[config.mk]
export PLATFORM = sky130hd
export DESIGN_NAME = i8dqmm_divider
export DESIGN_NICKNAME = d
export VERILOG_FILES = /design/src/rtl/i8dqmm_pkg.sv /design/src/rtl/i8dqmm_divider.sv
export SDC_FILE = /design/constraint.sdc
export NUM_CORES = 1
export LEC_CHECK = 0
export CORE_MARGIN = 8
export CORE_UTILIZATION = 51
export CTS_CLUSTER_DIAMETER = 200
export DETAILED_ROUTE_END_ITERATION = 6
export DONT_BUFFER_PORTS = 1
export PLACE_DENSITY_LB_ADDON = 0.05
export SKIP_CTS_REPAIR_TIMING = 1
export SKIP_LAST_GASP = 1
export SYNTH_ARGS = -nofsm -noshare
export SYNTH_HDL_FRONTEND = slang
export SYNTH_SLANG_ARGS = --single-unit
export TNS_END_PERCENT = 5
[constraint.sdc]
create_clock -name aclk -period 4.55 [get_ports aclk]
set_input_delay 0.455 -clock aclk [delete_from_list [all_inputs] [get_ports aclk]]
set_output_delay 0.455 -clock aclk [all_outputs]
set_load 0.05 [all_outputs]
[src/rtl/i8dqmm_pkg.sv]
// Shared types and constants of the dynamic int8 quantized matrix multiply.
package i8dqmm_pkg;

    // Action codes carried in s_tuser.
    typedef enum logic [1:0] {
        ACT_LOAD_A  = 2'd0,
        ACT_LOAD_B  = 2'd1,
        ACT_COMPUTE = 2'd2,
        ACT_NONE    = 2'd3
    } action_t;

    // Configuration register indexes.
    typedef enum logic [1:0] {
        CFG_ROW_COUNT    = 2'd0,
        CFG_INNER_COUNT  = 2'd1,
        CFG_COL_COUNT    = 2'd2,
        CFG_WEIGHT_SCALE = 2'd3
    } cfg_index_t;

    // Divisor width of the shared divider: twice the largest |a| fits in 17 bits.
    localparam int DIVISOR_W = 17;

    // Quantization levels of one sign of an int8 value.
    localparam int QUANT_LEVELS = 127;

endpackage

[src/rtl/i8dqmm_divider.sv]
// Shared shift-and-subtract divider, one quotient bit per cycle.
module i8dqmm_divider #(
    parameter int NUM_W = 41
) (
    input  logic                             aclk,
    input  logic                             aresetn,
    input  logic                             start,
    input  logic [NUM_W-1:0]                 dividend,
    input  logic [i8dqmm_pkg::DIVISOR_W-1:0] divisor,
    output logic                             done,
    output logic [NUM_W-1:0]                 quotient
);

    localparam int DW  = i8dqmm_pkg::DIVISOR_W;
    localparam int CNW = $clog2(NUM_W + 1);

    logic [DW-1:0]    rem_reg, rem_next;
    logic [NUM_W-1:0] quo_reg, quo_next;
    logic [CNW-1:0]   cnt_reg, cnt_next;
    logic             busy_reg, busy_next;
    logic             done_reg, done_next;
    logic [DW:0]      trial;
    logic             fits;

    always_comb begin
        trial     = {rem_reg, quo_reg[NUM_W-1]};
        fits      = (trial >= {1'b0, divisor});
        rem_next  = rem_reg;
        quo_next  = quo_reg;
        cnt_next  = cnt_reg;
        busy_next = busy_reg;
        done_next = 1'b0;
        if (start) begin
            rem_next  = '0;
            quo_next  = dividend;
            cnt_next  = CNW'(NUM_W);
            busy_next = 1'b1;
        end else if (busy_reg) begin
            rem_next = fits ? DW'(trial - {1'b0, divisor}) : trial[DW-1:0];
            quo_next = {quo_reg[NUM_W-2:0], fits};
            cnt_next = cnt_reg - 1'b1;
            if (cnt_reg == CNW'(1)) begin
                busy_next = 1'b0;
                done_next = 1'b1;
            end
        end
    end

    always_ff @(posedge aclk) begin
        if (!aresetn) begin
            busy_reg <= 1'b0;
            done_reg <= 1'b0;
            cnt_reg  <= '0;
        end else begin
            busy_reg <= busy_next;
            done_reg <= done_next;
            cnt_reg  <= cnt_next;
        end
        rem_reg <= rem_next;
        quo_reg <= quo_next;
    end

    assign done     = done_reg;
    assign quotient = quo_reg;

endmodule

==> results.toml, run 1 <==
[worst_setup_path]
cp_max_fo = 12
slowest_stage = "edfxtp_1"
worstSetupPathType = "flip-flop to flip-flop"
cpPeakStageDelay_ns = 0.63
startpoint_type = "flip-flop"
worstReg2RegStart = "quotient[40]"
critPathTopFamily = "compound AO/OA/AOI/OAI gates"
crit_top_cell = "inv_1"
worstPathBufferInverterCount = 2
cp-startpoint = "quotient[40]"
worstPathCellList = "inv_1 -> ha_1 -> inv_1 -> fa_1 -> a21o_1 -> a31o_2 -> a211oi_1 -> o211ai_1 -> and3_1 -> nor4_1"
crit_required_ns = 4.80
cp.arrival_ns = 3.72
cp-end-kind = "flip-flop"

[hold_path]
hold_path.startpoint = "start"
worst_hold_path_type = "primary input to flip-flop"

[timing]
skew_ns = 0.00945
clock.fmax_ghz = 0.288
setup_violations = 0
hold_violations = 0
fin_crit_ns = 3.47
max_slew_margin_pct = 37.7
maxSlewViolCount = 0
period_share_pct = 76.3
tightest_slew_ns = 0.931
fin_setup_tns_ns = 0
rsz0062_at_grt = "false"

[layout]
fin_area_sq_um = 4000
post-route-util_pct = 56.0
num_antenna_cells = 0
layout.nets = 428
drive_above_1_share_pct = 17.9
area_delta_synth_final_pct = 7.58
largest_reg_flops = 41

[clock_network]
htree_levels = 3
cts_sinks = 66
cts_root_buf = "clkbuf_8"
clk_latency_ns = 0.34
cts_buffer_depth = 2
cts_tree = "yes"
cts_made_buffers = 9
cts.clk_slew.worst_paths_ns = 0.08

[logic_synthesis]
synthDistinctLibCells = 54
synth.top_cell.area_share_pct = 33.1
ys_async_sr_fraction_pct = 0
synth_cells = 351
synth_area_per_cell_sq_um = 10.6
synth_edf_count = 41
yosysSeqAreaShare_pct = 46.6
synth_area_leaders = "edfxtp_1, dfxtp_1, mux2_2, ha_1, nand2_1"
synth-main-ff-cell = "edfxtp_1"
yosysTopAreaCell = "edfxtp_1"
yosys_warnings = 0
ys_seq_elements = 66
syn-cell-area_sq_um = 3710
syn-num-nets = 432

[power_and_ir_drop]
power_leakage_nw = 1.55
powerDensity_nw_per_um2 = 396
ir_worst_vdd_v = 0.000319

[global_routing]
grt_max_degree = 54
grt_pass1_vias = 2700
grt.overflow.total = 0
grt_usage_pct = 16.6
antenna_found_initial = 0
grt_pass1_wl_um = 13400

[placement]
postPlaceCellArea_sq_um = 3780
numPortBuffers = 0
dp_hpwl_um = 6020
gp_congestion = 0.822

[floorplan]
die_w_um = 101
coreArea_sq_um = 7140
rows = 31
die_h_um = 101
start_util_pct = 52.1
fp.dieArea_sq_um = 10300
io_pins = 103

[detailed_routing]
viasPerCell = 5.79
first_pass_iters = 4
totalWireLength_um = 8250
remaining_drc_errors = 0
ant_nets = 0
drtIter0Drc = 115
via_count = 2611
wl_per_cell_um = 18.3

[flow_run]
drv_cap = 0

[run_status]
status = "complete, no violations"
-- worst paths after layout --
| check | cells after the start | endpoint | slack (ns) |
|---|---|---|---|
| worst max-delay path | 10 | rem_reg[8] | 1.08 |
| worst min-delay path | 1 | rem_reg[5] | 0.20 |
| worst max register to register | 10 | rem_reg[8] | 1.08 |
| worst min register to register | 2 | rem_reg[5] | 0.50 |
-- metal layers --
metal | wire length, um | GRT usage [%] | vias up
li1 | - | - | 1282
met1 | 3640 | 20.8 | 1234
met2 | 3830 | 25.1 | 84
met3 | 679 | 6.39 | 11
met4 | 96 | 6.30 | 0
met5 | 0 | 0 | -
-- per-stage QoR --
| stage | setup slack [ns] | cells | hold slack (ns) | total power [mW] |
|---|---|---|---|---|
| 2_1_floorplan | 1.58 | 351 | 0.452 | 1.02 |
| 3_3_place_gp | 1.18 | 435 | 0.478 | 1.05 |
| 3_5_place_dp | 1.05 | 435 | 0.486 | 1.05 |
| 4_1_cts | 1.03 | 451 | 0.181 | 1.60 |
| 5_1_grt | 0.786 | 451 | 0.175 | 1.65 |
| 6_report | 1.08 | 451 | 0.204 | 1.58 |
-- kinds of logic (layout without fill, tap and decap cells) --
logic type / after synthesis / after routing / synth area share, %
buffers and inverters: 41 / 42 / 4.51
AND/OR/NAND/NOR: 99 / 99 / 12.9
flip-flops: 66 / 66 / 46.6
multiplexers: 43 / 43 / 13.0
XOR/XNOR: 17 / 17 / 4.01
AO/OA/AOI/OAI: 65 / 65 / 12.1
adder cells (fa/ha/maj): 20 / 20 / 6.94
-- worst register-to-register path: cells and delay by family, from the launching register on --
kind / cells / cell delay, ns
AOI/OAI and AO/OA: 4 / 1.42
adders and majority gates: 2 / 0.57
buffers and inverters: 2 / 0.19
DFF: 1 / 0.63
and+or+nand+nor: 2 / 0.58
-- cells in the mapped netlist, drive strengths merged (5+ instances only) --
library cell	number
edfxtp	41
mux2	41
nand2	29
dfxtp	25
inv	23
nor2	23
nand3	20
ha	19
a21oi	15
clkbuf	14
o21ai	14
xnor2	10
xor2	7
nand2b	6
a32oi	5
-- cells in the final DEF, fill, tap and decap left out, types with 2 or more instances in the layout --
cell type  instances
clkbuf_8           9
nand3_1           20
clkinv_1           2
o311ai_1           2
xor2_1             7
a32oi_1            5
nor3_1             4
mux2i_1            2
xnor2_1           10
nand4b_1           2
mux2_2            41
nand4_1            3
a211oi_1           2
o311ai_0           2
bufinv_16          2
nand2_1           28
inv_1             23
edfxtp_1          41
o21ai_0           14
a21o_1             3
nor4_1             2
a21oi_1           15
ha_1              19
and2_1             2
o31ai_1            2
nor2_1            23
nand2b_1           6
a311oi_1           4
and3_1             2
o211ai_1           3
o21bai_1           2
buf_4              3
dfxtp_1           25
-- layout make-up --
cell class                      instances  area [sq um]
Clock buffer                            9           124
Clock inverter                          7          92.6
Fill cell                             656          3140
Multi-Input combinational cell        244          1820
Inverter                               23          86.3
Timing Repair Buffer                    3          22.5
Tap cell                               99           124
Sequential cell                        66          1730
-- where the power goes --
group / total (mW) / switching (mW) / leakage [nW] / internal [mW]
sequential: 0.871 / 0.174 / 0.617 / 0.698
combinational: 0.169 / 0.0875 / 0.826 / 0.0814
clock: 0.544 / 0.236 / 0.105 / 0.308
No activity file was read; power rests on OpenSTA's default activity.
==> run 2: changes to the inputs <==
--- a/config.mk
+++ b/config.mk
@@ -5,6 +5,7 @@
 export SDC_FILE = /design/constraint.sdc
 export NUM_CORES = 1
 export LEC_CHECK = 0
+export ABC_AREA = 1
 export CORE_MARGIN = 8
 export CORE_UTILIZATION = 51
 export CTS_CLUSTER_DIAMETER = 200
==> constraint.sdc (replaced) <==
create_clock -name aclk -period 3.4 [get_ports aclk]
set_input_delay 0.34 -clock aclk [delete_from_list [all_inputs] [get_ports aclk]]
set_output_delay 0.34 -clock aclk [all_outputs]
set_load 0.05 [all_outputs]
==> results.toml, run 2 <==
[layout]
post-route-util_pct = 55.6
layout_commonest_cell = "nand2_1"
drive_above_1_share_pct = 8.22
layout_common_cells = "nand2_1, inv_1, edfxtp_1"
area_delta_synth_final_pct = 7.12
largest_reg_flops = 41
num_antenna_cells = 0
fillCellCount = 799
fin_area_sq_um = 4500
layout.nets = 660

[run_status]
status = "complete, no violations"

[detailed_routing]
ant_nets = 0
wl_per_cell_um = 14.5
drtIter0Drc = 189
remaining_drc_errors = 0
totalWireLength_um = 9970
via_count = 3401
first_pass_iters = 4
viasPerCell = 4.94

[logic_synthesis]
yosysTopAreaCell = "edfxtp_1"
synth_cells = 581
ys_async_sr_fraction_pct = 0
synthDistinctLibCells = 33
synth_area_leaders = "edfxtp_1, nand2_1, dfxtp_1, inv_1, ha_1"
synth.top_cell.area_share_pct = 29.3
ys_top_cells_by_count = "nand2_1, inv_1, edfxtp_1, nand3_1, nor2_1"
yosysMostFrequentCell = "nand2_1"
ys_seq_elements = 66
syn-num-nets = 662
yosys_warnings = 0
synth_area_per_cell_sq_um = 7.23
synth-main-ff-cell = "edfxtp_1"
syn-cell-area_sq_um = 4200
yosysSeqAreaShare_pct = 41.2
synth_edf_count = 41

[worst_setup_path]
slowest_stage = "nor2_2"
cpPeakStageDelay_ns = 0.40
cp-end-kind = "flip-flop"
cp.arrival_ns = 2.44
cp_max_fo = 12
crit_required_ns = 3.58
worstSetupPathType = "flip-flop to flip-flop"
startpoint_type = "flip-flop"
reg2reg_slack_ns = 1.14
worstPathCellList = "ha_1 -> nand2_1 -> nand2_1 -> nand2_1 -> nand3_1 -> inv_1 -> nor2_1 -> nor2_2 -> buf_4 -> nand3_1 -> nand3_1 -> o21ai_0"

[clock_network]
cts.clk_slew.worst_paths_ns = 0.07
cts_tree = "yes"
cts_buffer_depth = 2
cts_made_buffers = 9
cts_root_buf = "clkbuf_8"
clk_latency_ns = 0.34
cts_sinks = 66
htree_levels = 3

[floorplan]
die_w_um = 107
fp.dieArea_sq_um = 11400
start_util_pct = 51.9
io_pins = 103
die_h_um = 107
rows = 33
coreArea_sq_um = 8090

[placement]
postPlaceCellArea_sq_um = 4230
gp_congestion = 0.879
dp_hpwl_um = 7680
numPortBuffers = 0

[timing]
hold_violations = 0
clock.fmax_ghz = 0.443
max_slew_margin_pct = 25.6
setup_violations = 0
skew_ns = 0.0112
tightest_slew_ns = 1.11
fin_crit_ns = 2.26
maxSlewViolCount = 0
period_share_pct = 66.4
fin_setup_tns_ns = 0
rsz0062_at_grt = "false"

[global_routing]
grt_pass1_wl_um = 16000
grt_max_degree = 49
antenna_found_initial = 0
grt_pass1_vias = 3291
grt.overflow.total = 0
grt_usage_pct = 17.4

[power_and_ir_drop]
powerDensity_nw_per_um2 = 493
ir_worst_vdd_v = 0.000318
power_mw = 2.22
power_leakage_nw = 2.38

[hold_path]
worst_hold_path_type = "primary input to flip-flop"

[flow_run]
drv_cap = 0
run 2: cell count changes after synthesis, sizes merged, moves of 4 or more:
| cell | delta |
|---|---|
| nand2 | +232 |
| nand3b | +9 |
| o311ai | -4 |
| xnor2 | -5 |
| a311oi | -4 |
| nand2b | -6 |
| nor2 | +10 |
| a21oi | -5 |
| inv | +62 |
| nand3 | +24 |
| mux2 | -41 |
| xor2 | -4 |
| a32oi | -5 |
| clkbuf | -4 |
run 2: path summary, 6_finish.rpt:
kind	startpoint	depth (start not counted)	endpoint
max	rem_reg[10]	12	rem_reg[6]
min	aresetn	2	cnt_reg[0]
max reg2reg	rem_reg[10]	12	rem_reg[6]
min reg2reg	rem_reg[15]	2	rem_reg[15]
run 2: logic make-up after synthesis:
group	count (synthesis)	share of synthesized area [%]
xor+xnor	8	1.67
flops	66	41.2
buf+inv	102	10.6
simple gates	356	36.4
fa+ha+maj	20	6.14
compound gates	29	3.90
run 2: layout make-up:
cell class,instances,area [sq um],share of cell area (%)
multi-input cells,413,2020,44.9
flip-flops and latches,66,1730,38.5
inverters,85,319,7.09
clock inverters,7,141,3.14
well taps,105,131,2.92
clock buffers,9,124,2.75
repair buffers,4,30.0,0.667
run 2: metal layers:
metal | wire [um] | track usage, % | part of all wire [%] | vias to the layer above
met5 | 0 | 0 | 0 | -
met4 | 53 | 4.02 | 0.53 | 0
met3 | 781 | 5.52 | 7.8 | 4
met2 | 4860 | 28.4 | 49 | 89
met1 | 4270 | 21.8 | 43 | 1504
li1 | - | - | - | 1804
run 2: worst max-delay path, delay by kind of cell (launching register included):
family	cells	cell delay, ns
buf+inv	2	0.36
flops	1	0.34
fa+ha+maj	1	0.36
simple gates	8	0.94
compound gates	1	0.09
run 2: stage by stage:
stage                     std cells  hold slack (ns)  setup WS (ns)
final                           689            0.137           1.14
after global routing            689            0.135          0.904
after CTS                       689            0.124           1.14
after detailed placement        673            0.470           1.12
after global placement          673            0.464           1.21
after floorplan                 581            0.443           1.15
run 2: power breakdown:
group	switching [mW]	internal, mW
clock network	0.310	0.561
registers	0.223	0.928
logic	0.130	0.0669
